$ cat src/rtl/turtle_vector_step_macros.svh
// Assertion macros shared by the turtle vector step RTL.
// Expects clk and rst_n in the scope of the module that uses them.
`ifndef TURTLE_VECTOR_STEP_MACROS_SVH
`define TURTLE_VECTOR_STEP_MACROS_SVH

// Same-cycle implication, disabled while reset is asserted
`define TVS_ASSERT_NOW(name, ante, cons) \
  name: assert property (@(posedge clk) disable iff (!rst_n) (ante) |-> (cons)) \
    else $error("turtle_vector_step: check failed");

// Next-cycle implication, disabled while reset is asserted
`define TVS_ASSERT_NEXT(name, ante, cons) \
  name: assert property (@(posedge clk) disable iff (!rst_n) (ante) |=> (cons)) \
    else $error("turtle_vector_step: check failed");

`endif

$ cat src/rtl/tvs_pkg.sv
// Package for the turtle vector step block: number formats, command codes,
// microcode types, the microcode ROM and the CORDIC arctangent table.
// No dependencies.
`timescale 1ns / 1ps
`default_nettype none

package tvs_pkg;

  // Number formats
  localparam int FRAC_BITS    = 16;
  localparam int CORDIC_STEPS = 16;
  localparam int ANGLE_FRAC   = 24;
  localparam int TRIG_FRAC    = 30;
  localparam int HEAD_W       = FRAC_BITS + 9;
  localparam int Z_W          = 36;
  localparam int XY_W         = 34;
  localparam int DIST_W       = 33;
  localparam int PROD_W       = DIST_W + XY_W;
  localparam int SCL_W        = PROD_W - TRIG_FRAC;
  localparam int SUM_W        = SCL_W + 1;
  localparam int RED_W        = 36;
  localparam int ATAN_IDX_W   = 5;

  // Heading reduction: offset makes the sum non-negative, then MOD_SH+1 restoring steps
  localparam int MOD_SH  = (FRAC_BITS >= 23) ? 1 : 24 - FRAC_BITS;
  localparam int CNT_MAX = (CORDIC_STEPS - 1 > MOD_SH) ? CORDIC_STEPS - 1 : MOD_SH;
  localparam int CNT_W   = $clog2(CNT_MAX + 1);

  localparam logic [RED_W-1:0] FULL_TURN  = RED_W'(64'd360 << FRAC_BITS);
  localparam logic [RED_W-1:0] MOD_OFFSET = RED_W'((64'd360 << FRAC_BITS) << MOD_SH);

  localparam logic signed [Z_W-1:0] HALF_TURN    = Z_W'(64'd180 << ANGLE_FRAC);
  localparam logic signed [Z_W-1:0] FULL_ANGLE   = Z_W'(64'd360 << ANGLE_FRAC);
  localparam logic signed [Z_W-1:0] QUARTER_TURN = Z_W'(64'd90 << ANGLE_FRAC);
  localparam logic signed [XY_W-1:0] INV_GAIN    = XY_W'(64'd652032874);
  localparam logic signed [PROD_W-1:0] ROUND_HALF = PROD_W'(64'd1 << (TRIG_FRAC - 1));

  localparam logic [63:0] START_RAW   = 64'd300 << FRAC_BITS;
  localparam logic [31:0] POS_RESET   = (START_RAW > 64'h7fff_ffff) ? 32'h7fff_ffff
                                                                   : START_RAW[31:0];
  localparam logic [31:0] WIDTH_RESET = 32'(64'd1 << FRAC_BITS);

  // Command codes
  typedef enum logic [2:0] {
    FN_FORWARD  = 3'd0,
    FN_BACKWARD = 3'd1,
    FN_RIGHT    = 3'd2,
    FN_LEFT     = 3'd3,
    FN_PEN_UP   = 3'd4,
    FN_PEN_DOWN = 3'd5,
    FN_COLOR    = 3'd6,
    FN_WIDTH    = 3'd7
  } func_t;

  // Datapath operations, one per control word
  typedef enum logic [3:0] {
    OP_IDLE,
    OP_CORD_INIT,
    OP_CORD_STEP,
    OP_MUL_X,
    OP_ADD_X,
    OP_MUL_Y,
    OP_ADD_Y,
    OP_EMIT,
    OP_TURN_INIT,
    OP_MOD_STEP,
    OP_HEAD_WR,
    OP_PEN_UP,
    OP_PEN_DOWN,
    OP_SET_COLOR,
    OP_SET_WIDTH
  } op_t;

  // Jump conditions
  typedef enum logic [2:0] {
    COND_NONE,
    COND_DISPATCH,
    COND_CORD_MORE,
    COND_MOD_MORE,
    COND_OUT_BUSY
  } cond_t;

  localparam int PC_W = 4;

  typedef struct packed {
    op_t             op;
    cond_t           cond;
    logic [PC_W-1:0] target;
    logic            fin;
  } ctrl_t;

  // Program addresses
  localparam logic [PC_W-1:0] PC_IDLE      = PC_W'(0);
  localparam logic [PC_W-1:0] PC_MOVE      = PC_W'(1);
  localparam logic [PC_W-1:0] PC_CORD_LOOP = PC_W'(2);
  localparam logic [PC_W-1:0] PC_MUL_X     = PC_W'(3);
  localparam logic [PC_W-1:0] PC_ADD_X     = PC_W'(4);
  localparam logic [PC_W-1:0] PC_MUL_Y     = PC_W'(5);
  localparam logic [PC_W-1:0] PC_ADD_Y     = PC_W'(6);
  localparam logic [PC_W-1:0] PC_EMIT      = PC_W'(7);
  localparam logic [PC_W-1:0] PC_TURN      = PC_W'(8);
  localparam logic [PC_W-1:0] PC_MOD_LOOP  = PC_W'(9);
  localparam logic [PC_W-1:0] PC_HEAD_WR   = PC_W'(10);
  localparam logic [PC_W-1:0] PC_PEN_UP    = PC_W'(11);
  localparam logic [PC_W-1:0] PC_PEN_DOWN  = PC_W'(12);
  localparam logic [PC_W-1:0] PC_COLOR     = PC_W'(13);
  localparam logic [PC_W-1:0] PC_WIDTH     = PC_W'(14);
  localparam logic [PC_W-1:0] PC_LAST      = PC_WIDTH;

  // Microcode ROM
  function automatic ctrl_t ucode(input logic [PC_W-1:0] pc);
    ctrl_t w;
    w = '{OP_IDLE, COND_NONE, PC_IDLE, 1'b1};
    case (pc)
      PC_IDLE:      w = '{OP_IDLE,      COND_DISPATCH,  PC_IDLE,      1'b0};
      PC_MOVE:      w = '{OP_CORD_INIT, COND_NONE,      PC_IDLE,      1'b0};
      PC_CORD_LOOP: w = '{OP_CORD_STEP, COND_CORD_MORE, PC_CORD_LOOP, 1'b0};
      PC_MUL_X:     w = '{OP_MUL_X,     COND_NONE,      PC_IDLE,      1'b0};
      PC_ADD_X:     w = '{OP_ADD_X,     COND_NONE,      PC_IDLE,      1'b0};
      PC_MUL_Y:     w = '{OP_MUL_Y,     COND_NONE,      PC_IDLE,      1'b0};
      PC_ADD_Y:     w = '{OP_ADD_Y,     COND_NONE,      PC_IDLE,      1'b0};
      PC_EMIT:      w = '{OP_EMIT,      COND_OUT_BUSY,  PC_EMIT,      1'b1};
      PC_TURN:      w = '{OP_TURN_INIT, COND_NONE,      PC_IDLE,      1'b0};
      PC_MOD_LOOP:  w = '{OP_MOD_STEP,  COND_MOD_MORE,  PC_MOD_LOOP,  1'b0};
      PC_HEAD_WR:   w = '{OP_HEAD_WR,   COND_NONE,      PC_IDLE,      1'b1};
      PC_PEN_UP:    w = '{OP_PEN_UP,    COND_NONE,      PC_IDLE,      1'b1};
      PC_PEN_DOWN:  w = '{OP_PEN_DOWN,  COND_NONE,      PC_IDLE,      1'b1};
      PC_COLOR:     w = '{OP_SET_COLOR, COND_NONE,      PC_IDLE,      1'b1};
      PC_WIDTH:     w = '{OP_SET_WIDTH, COND_NONE,      PC_IDLE,      1'b1};
      default:      w = '{OP_IDLE,      COND_NONE,      PC_IDLE,      1'b1};
    endcase
    return w;
  endfunction

  // Entry point of each command's routine
  function automatic logic [PC_W-1:0] dispatch(input func_t f);
    logic [PC_W-1:0] pc;
    pc = PC_IDLE;
    case (f)
      FN_FORWARD, FN_BACKWARD: pc = PC_MOVE;
      FN_RIGHT, FN_LEFT:       pc = PC_TURN;
      FN_PEN_UP:               pc = PC_PEN_UP;
      FN_PEN_DOWN:             pc = PC_PEN_DOWN;
      FN_COLOR:                pc = PC_COLOR;
      FN_WIDTH:                pc = PC_WIDTH;
      default:                 pc = PC_IDLE;
    endcase
    return pc;
  endfunction

  // atan(2^-i) in degrees, ANGLE_FRAC fraction bits
  function automatic logic signed [Z_W-1:0] atan_deg(input logic [ATAN_IDX_W-1:0] i);
    logic [31:0] v;
    case (i)
      5'd0:    v = 32'd754974720;
      5'd1:    v = 32'd445687602;
      5'd2:    v = 32'd235489088;
      5'd3:    v = 32'd119537938;
      5'd4:    v = 32'd60000934;
      5'd5:    v = 32'd30029717;
      5'd6:    v = 32'd15018523;
      5'd7:    v = 32'd7509720;
      5'd8:    v = 32'd3754917;
      5'd9:    v = 32'd1877466;
      5'd10:   v = 32'd938734;
      5'd11:   v = 32'd469367;
      5'd12:   v = 32'd234684;
      5'd13:   v = 32'd117342;
      5'd14:   v = 32'd58671;
      5'd15:   v = 32'd29335;
      5'd16:   v = 32'd14668;
      5'd17:   v = 32'd7334;
      5'd18:   v = 32'd3667;
      5'd19:   v = 32'd1833;
      5'd20:   v = 32'd917;
      5'd21:   v = 32'd458;
      5'd22:   v = 32'd229;
      5'd23:   v = 32'd115;
      default: v = 32'd0;
    endcase
    return Z_W'(v);
  endfunction

  // Clamp a wide signed sum to the signed 32-bit range
  function automatic logic [31:0] sat32(input logic signed [SUM_W-1:0] v);
    logic [31:0] r;
    if ((&v[SUM_W-1:31]) || !(|v[SUM_W-1:31])) begin
      r = v[31:0];
    end else if (v[SUM_W-1]) begin
      r = 32'h8000_0000;
    end else begin
      r = 32'h7fff_ffff;
    end
    return r;
  endfunction

endpackage

`default_nettype wire

$ cat src/rtl/turtle_vector_step.sv
// Turtle vector step: turtle command engine that emits line segments.
// Uses tvs_pkg (formats, microcode ROM, atan table) and
// turtle_vector_step_macros.svh (assertion macros).
//
//  Channel | Ports                                     | Moves
//  --------+-------------------------------------------+---------------------------
//  in      | in_valid, in_ready, in_func, in_amount,   | one turtle command
//          | in_color_index                            |
//  out     | out_valid, out_ready, out_seg_*           | one segment per pen-down move
//
// A move runs dispatch, CORDIC setup, CORDIC_STEPS passes through the single
// shift-add stage, two multiply steps on the one multiplier, two add steps and emit.
// A turn runs the MOD_SH+1 restoring steps of the heading reduction; pen, color and
// width commands run dispatch and their update. One command is in flight at a time.
// A pen-down move waits in its emit step while the previous segment is not taken.
// Reset (rst_n low, synchronous) puts the turtle at (300, 300), heading 0, pen down.
`timescale 1ns / 1ps
`default_nettype none

`include "turtle_vector_step_macros.svh"

module turtle_vector_step
  import tvs_pkg::*;
(
  input  wire logic               clk,
  input  wire logic               rst_n,
  input  wire logic               in_valid,
  output logic                    in_ready,
  input  wire logic [2:0]         in_func,
  input  wire logic signed [31:0] in_amount,
  input  wire logic [7:0]         in_color_index,
  output logic                    out_valid,
  input  wire logic               out_ready,
  output logic signed [31:0]      out_seg_x_start,
  output logic signed [31:0]      out_seg_y_start,
  output logic signed [31:0]      out_seg_x_end,
  output logic signed [31:0]      out_seg_y_end,
  output logic [7:0]              out_seg_color,
  output logic signed [31:0]      out_seg_width
);

  // Sequencer
  logic [PC_W-1:0]  pc_r, pc_nxt;
  logic [CNT_W-1:0] cnt_r;
  ctrl_t            ctl;
  logic             jump;
  logic             in_fire;
  logic             out_free;
  logic             emit_wait;

  // Latched command
  func_t              func_r;
  logic signed [31:0] amt_r;
  logic [7:0]         col_in_r;

  // Turtle state
  logic signed [31:0] pos_x_r, pos_y_r;
  logic [HEAD_W-1:0]  head_r;
  logic               pen_r;
  logic [7:0]         color_r;
  logic signed [31:0] thick_r;

  // Datapath registers
  logic signed [XY_W-1:0]   x_r, y_r;
  logic signed [Z_W-1:0]    z_r;
  logic                     flip_r;
  logic signed [DIST_W-1:0] dist_r;
  logic signed [PROD_W-1:0] prod_r;
  logic signed [31:0]       nx_r, ny_r;
  logic [RED_W-1:0]         red_r;

  // Output register
  logic               out_valid_r, out_valid_nxt;
  logic signed [31:0] seg_xs_r, seg_ys_r, seg_xe_r, seg_ye_r, seg_w_r;
  logic [7:0]         seg_c_r;

  // Datapath combinational nets
  logic signed [Z_W-1:0]    z_raw, z_wrap, z_fold, at;
  logic                     flip_init;
  logic signed [XY_W-1:0]   xs, ys, sin_sel, cos_sel, mul_in;
  logic signed [DIST_W-1:0] amt_ext, dist_init;
  logic signed [PROD_W-1:0] prod_w, prod_rnd;
  logic signed [SCL_W-1:0]  scaled;
  logic signed [SUM_W-1:0]  sum_x, sum_y;
  logic signed [RED_W-1:0]  turn_delta;
  logic [RED_W-1:0]         red_init, mod_cmp;

  assign ctl       = ucode(pc_r);
  assign in_ready  = (pc_r == PC_IDLE);
  assign in_fire   = in_valid && in_ready;
  assign out_free  = !out_valid_r || out_ready;
  assign emit_wait = pen_r && !out_free;

  // Select the next control word
  always_comb begin
    jump = 1'b0;
    case (ctl.cond)
      COND_CORD_MORE: jump = (cnt_r != CNT_W'(CORDIC_STEPS - 1));
      COND_MOD_MORE:  jump = (cnt_r != '0);
      COND_OUT_BUSY:  jump = emit_wait;
      default:        jump = 1'b0;
    endcase
    if (ctl.cond == COND_DISPATCH) begin
      pc_nxt = in_fire ? dispatch(func_t'(in_func)) : pc_r;
    end else if (jump) begin
      pc_nxt = ctl.target;
    end else if (ctl.fin) begin
      pc_nxt = PC_IDLE;
    end else begin
      pc_nxt = pc_r + PC_W'(1);
    end
  end

  // Map heading to the CORDIC range, fold the outer half-plane
  always_comb begin
    z_raw     = Z_W'(head_r) << (ANGLE_FRAC - FRAC_BITS);
    z_wrap    = (z_raw >= HALF_TURN) ? z_raw - FULL_ANGLE : z_raw;
    flip_init = 1'b0;
    z_fold    = z_wrap;
    if (z_wrap > QUARTER_TURN) begin
      z_fold    = z_wrap - HALF_TURN;
      flip_init = 1'b1;
    end else if (z_wrap < -QUARTER_TURN) begin
      z_fold    = z_wrap + HALF_TURN;
      flip_init = 1'b1;
    end
  end

  // CORDIC shift-add terms
  assign xs = x_r >>> cnt_r;
  assign ys = y_r >>> cnt_r;
  assign at = atan_deg(ATAN_IDX_W'(cnt_r));

  // Distance, negated for a backward move
  assign amt_ext   = DIST_W'(amt_r);
  assign dist_init = (func_r == FN_BACKWARD) ? -amt_ext : amt_ext;

  // Shared multiplier and rounding
  assign sin_sel  = flip_r ? -y_r : y_r;
  assign cos_sel  = flip_r ? -x_r : x_r;
  assign mul_in   = (ctl.op == OP_MUL_X) ? sin_sel : cos_sel;
  assign prod_w   = PROD_W'(dist_r) * PROD_W'(mul_in);
  assign prod_rnd = prod_r + ROUND_HALF;
  assign scaled   = prod_rnd[PROD_W-1:TRIG_FRAC];
  assign sum_x    = SUM_W'(pos_x_r) + SUM_W'(scaled);
  assign sum_y    = SUM_W'(pos_y_r) - SUM_W'(scaled);

  // Heading reduction terms
  assign turn_delta = (func_r == FN_LEFT) ? -RED_W'(amt_r) : RED_W'(amt_r);
  assign red_init   = RED_W'(head_r) + turn_delta + MOD_OFFSET;
  assign mod_cmp    = FULL_TURN << cnt_r;

  // Hold the segment until taken, load it when a pen-down move finishes
  always_comb begin
    out_valid_nxt = out_valid_r;
    if (ctl.op == OP_EMIT && pen_r && out_free) begin
      out_valid_nxt = 1'b1;
    end else if (out_ready) begin
      out_valid_nxt = 1'b0;
    end
  end

  // Control and turtle state
  always_ff @(posedge clk) begin
    if (!rst_n) begin
      pc_r        <= PC_IDLE;
      cnt_r       <= '0;
      out_valid_r <= 1'b0;
      pos_x_r     <= POS_RESET;
      pos_y_r     <= POS_RESET;
      head_r      <= '0;
      pen_r       <= 1'b1;
      color_r     <= '0;
      thick_r     <= WIDTH_RESET;
    end else begin
      pc_r        <= pc_nxt;
      out_valid_r <= out_valid_nxt;
      case (ctl.op)
        OP_CORD_INIT: cnt_r <= '0;
        OP_CORD_STEP: cnt_r <= cnt_r + CNT_W'(1);
        OP_TURN_INIT: cnt_r <= CNT_W'(MOD_SH);
        OP_MOD_STEP:  cnt_r <= cnt_r - CNT_W'(1);
        OP_HEAD_WR:   head_r <= red_r[HEAD_W-1:0];
        OP_PEN_UP:    pen_r <= 1'b0;
        OP_PEN_DOWN:  pen_r <= 1'b1;
        OP_SET_COLOR: color_r <= col_in_r;
        OP_SET_WIDTH: thick_r <= amt_r;
        OP_EMIT: begin
          if (!emit_wait) begin
            pos_x_r <= nx_r;
            pos_y_r <= ny_r;
          end
        end
        default: ;
      endcase
    end
  end

  // Datapath and payload registers
  always_ff @(posedge clk) begin
    if (in_fire) begin
      func_r   <= func_t'(in_func);
      amt_r    <= in_amount;
      col_in_r <= in_color_index;
    end
    case (ctl.op)
      OP_CORD_INIT: begin
        x_r    <= INV_GAIN;
        y_r    <= '0;
        z_r    <= z_fold;
        flip_r <= flip_init;
        dist_r <= dist_init;
      end
      OP_CORD_STEP: begin
        if (!z_r[Z_W-1]) begin
          x_r <= x_r - ys;
          y_r <= y_r + xs;
          z_r <= z_r - at;
        end else begin
          x_r <= x_r + ys;
          y_r <= y_r - xs;
          z_r <= z_r + at;
        end
      end
      OP_MUL_X, OP_MUL_Y: prod_r <= prod_w;
      OP_ADD_X: nx_r <= sat32(sum_x);
      OP_ADD_Y: ny_r <= sat32(sum_y);
      OP_TURN_INIT: red_r <= red_init;
      OP_MOD_STEP: begin
        if (red_r >= mod_cmp) begin
          red_r <= red_r - mod_cmp;
        end
      end
      OP_EMIT: begin
        if (pen_r && out_free) begin
          seg_xs_r <= pos_x_r;
          seg_ys_r <= pos_y_r;
          seg_xe_r <= nx_r;
          seg_ye_r <= ny_r;
          seg_c_r  <= color_r;
          seg_w_r  <= thick_r;
        end
      end
      default: ;
    endcase
  end

  assign out_valid       = out_valid_r;
  assign out_seg_x_start = seg_xs_r;
  assign out_seg_y_start = seg_ys_r;
  assign out_seg_x_end   = seg_xe_r;
  assign out_seg_y_end   = seg_ye_r;
  assign out_seg_color   = seg_c_r;
  assign out_seg_width   = seg_w_r;

  // Checks
  `TVS_ASSERT_NOW(a_head_range, 1'b1, RED_W'(head_r) < FULL_TURN)
  `TVS_ASSERT_NOW(a_pc_range, 1'b1, pc_r <= PC_LAST)
  `TVS_ASSERT_NEXT(a_accept_leaves_idle, in_valid && in_ready, pc_r != PC_IDLE)
  `TVS_ASSERT_NEXT(a_load_only_at_emit, !out_valid_r && ctl.op != OP_EMIT, !out_valid_r)

endmodule

`default_nettype wire
$ cat config.mk
export PLATFORM = sky130hd
export DESIGN_NAME = turtle_vector_step
export DESIGN_NICKNAME = d
export VERILOG_FILES = /design/src/rtl/tvs_pkg.sv /design/src/rtl/turtle_vector_step.sv
export VERILOG_INCLUDE_DIRS = /design/src /design/src/rtl
export SDC_FILE = /design/constraint.sdc
export NUM_CORES = 2
export LEC_CHECK = 0
export ABC_CLOCK_PERIOD_IN_PS = 25800
export BUFFER_PORTS_ARGS = -buffer_cell sky130_fd_sc_hd__buf_2
export CAP_MARGIN = 20
export CORE_UTILIZATION = 50
export CTS_BUF_LIST = sky130_fd_sc_hd__clkbuf_16
export DETAILED_ROUTE_END_ITERATION = 7
export PLACE_DENSITY = 0.66
export SLEW_MARGIN = 10
export SYNTH_ARGS = -nofsm -noshare
export SYNTH_HDL_FRONTEND = slang
export SYNTH_SLANG_ARGS = --single-unit
$ cat constraint.sdc
create_clock -name clk -period 25.8 [get_ports clk]
set_input_delay 6.45 -clock clk [delete_from_list [all_inputs] [get_ports clk]]
set_output_delay 6.45 -clock clk [all_outputs]
set_load 0.02 [all_outputs]
==> results.yml <==
timing:
  slew_headroom_pct: 27.6
  finalCritPeriodShare_pct: 48.6
  worst_pin_slew_ns: 1.07
  setup_ws_ns: 13.27
  skew_ns: 0.0396
  min_period_ns: 12.53
  hold_viol: 0
  final.setup.tns_ns: 0
  report.final.slew_viol_count: 0
  rsz0062_at_grt: "no"
  setup_viol: 0
  clock.fmax_ghz: 0.0798
critical_path:
  setup.worst_path.end_class: "flop"
  cp.arrival_ns: 12.97
  cpMostUsedCell: "fa_1"
  required_ns: 26.24
  startpoint_type: "flop"
  slowest_delay_ns: 0.93
  slowest_stage: "fa_1"
  worstSetupPathType: "flop to flop"
  critPathMaxFanout: 33
placed_design:
  dpl_worst_slack_ns: 13.21
  routabilityCongestion: 0.930
  dpl.hpwl_um: 166000
  port_buffers: 216
  placed_area_mm2: 0.0855
cts:
  cts_setup_buffers: 0
  clock_latency_ns: 0.69
  cts.sinks: 667
  cts_hold_buf: 0
  cts-root-buf: "clkbuf_16"
  cts_max_path_buffers: 3
  htreeDepth: 3
  clkTransAtPathRegs_ns: 0.06
  cts_made_buffers: 77
  cts_tree: "done"
  ctsResizeCount: 0
die:
  die_h_um: 407
  ios: 217
  core_mm2: 0.163
  die_area_mm2: 0.166
  die_x_um: 407
  initial_core_util_pct: 50.4
  core.rowCount: 148
drt:
  firstDrtPassIters: 8
  drc: 0
  antenna_left: 0
  viasPerCell: 5.70
  vias: 62426
  wl_per_cell_um: 20.8
  routed_wl_um: 227000
  drt_iter0_drc: 4807
grt:
  grt_pass1_vias: 65069
  grt_overflow: 0
  antenna_found_initial: 4
  grt_first_pass_wirelength_um: 363000
  grt_usage_pct: 27.7
  grt_max_degree: 156
cells_and_area:
  layout_commonest_cell: "inv_1"
  drive_gt1_share_pct: 7.44
  design_area_mm2: 0.0881
  fin_util_pct: 54.1
  final_nets: 10405
  syn2layout_area_growth_pct: 7.27
  mostFrequentLayoutCells: "inv_1 (1341), fa_1 (1182), nand2_1 (1130), and2_1 (622), a21oi_1 (521)"
synth:
  synth_fp_nets: 10419
  synth_cell_types: 98
  synth_area_leaders: "fa_1 (29%), edfxtp_1 (18%), ha_1 (7.1%), inv_1 (6.1%), nand2_1 (5.2%)"
  yosysWarnings: 0
  synthCells: 8722
  synth_top_area_share_pct: 28.8
  syn_avg_cell_area_um2: 9.42
  synth-async-reset-ratio_pct: 0
  synthesis.area_mm2: 0.0822
  synthFlopType: "edfxtp_1"
  ys_seq_area_share_pct: 22.2
  synth_seq_cells: 667
  synth_edf_count: 487
  yosysTopAreaCell: "fa_1"
min_path:
  hp-class: "flop to flop"
outcome:
  status: "completed"
flow_run:
  drv_cap: 0
==> state kept, by name, indices dropped and copies added (netlist names), 11 cells and up <==
signal	cells
prod_r	38
red_r	36
z_r	36
x_r	34
y_r	34
dist_r	33
amt_r	32
nx_r	32
ny_r	32
out_seg_width	32
out_seg_x_end	32
out_seg_x_start	32
out_seg_y_end	32
out_seg_y_start	32
pos_x_r	32
pos_y_r	32
thick_r	32
at	30
head_r	25
ctl	11
==> per-stage QoR <==
step	cells	hold WS, ns
6_report	10952	0.429
5_1_grt	10947	0.436
4_1_cts	10945	0.417
3_5_place_dp	10803	0.415
3_3_place_gp	10803	0.412
2_1_floorplan	8722	0.408
==> cells in the mapped netlist (76+ instances only) <==
cell / instances
inv_1: 1325
nand3_1: 89
xnor2_1: 222
nor3_1: 110
nor2_1: 397
dfxtp_1: 180
ha_1: 468
nand2b_1: 78
fa_1: 1182
a21oi_1: 527
clkbuf_1: 359
xor2_1: 217
a31oi_1: 76
a21o_1: 130
nand2_1: 1132
and2_1: 623
o21ai_0: 225
edfxtp_1: 487
==> metal layers <==
layer	GRT usage, %	vias to the layer above	routed length, um
met5	0	-	27
met4	10.3	4	9100
met3	3.59	461	14500
met2	47.3	2213	111000
met1	35.9	31529	92900
li1	-	28219	-
==> kinds of logic (layout without fill, tap and decap cells) <==
logic type	count (synthesis)	count (layout)	synth area share, %
muxes	159	159	3.15
DFF	667	667	22.2
adders and majority gates	1650	1650	35.9
xor gates and xnor gates	439	439	4.68
other	0	6	0
buffers and inverters	1748	1797	8.09
and+or+nand+nor	2743	2743	16.2
AOI/OAI and AO/OA	1316	1316	9.80
==> final timing paths <==
| kind | cells past startpoint | slack, ns | startpoint | end |
|---|---|---|---|---|
| max | 31 | 13.27 | x_r[2]$_SDFFCE_PN0P_ | prod_r[65]$_DFFE_PP_ |
| min | 0 | 0.43 | thick_r[9]$_SDFFE_PN0N_ | out_seg_width[9]$_DFFE_PP_ |
| max reg2reg | 31 | 13.27 | x_r[2]$_SDFFCE_PN0P_ | prod_r[65]$_DFFE_PP_ |
| min reg2reg | 0 | 0.43 | thick_r[9]$_SDFFE_PN0N_ | out_seg_width[9]$_DFFE_PP_ |
==> worst max-delay path: cells and delay by family (launching register included) <==
family | cells | cell delay, ns
adder cells (fa/ha/maj) | 9 | 5.28
AND/OR/NAND/NOR | 9 | 3.01
AO/OA/AOI/OAI | 8 | 2.16
buffers and inverters | 4 | 1.19
flip-flops | 1 | 0.50
XOR/XNOR | 1 | 0.10
==> area by class of cell <==
type	count	area, um2
antenna	6	15.0
fill	14749	74800
clock inverter	64	646
inverter	1328	4990
clock buffer	78	1950
tap	2175	2720
sequential	667	18200
multi-input combinational	6307	57700
timing repair buffer	327	1940
Power is not shown: default switching activity piles up to over one toggle a cycle in this logic, so the estimate is an artifact.
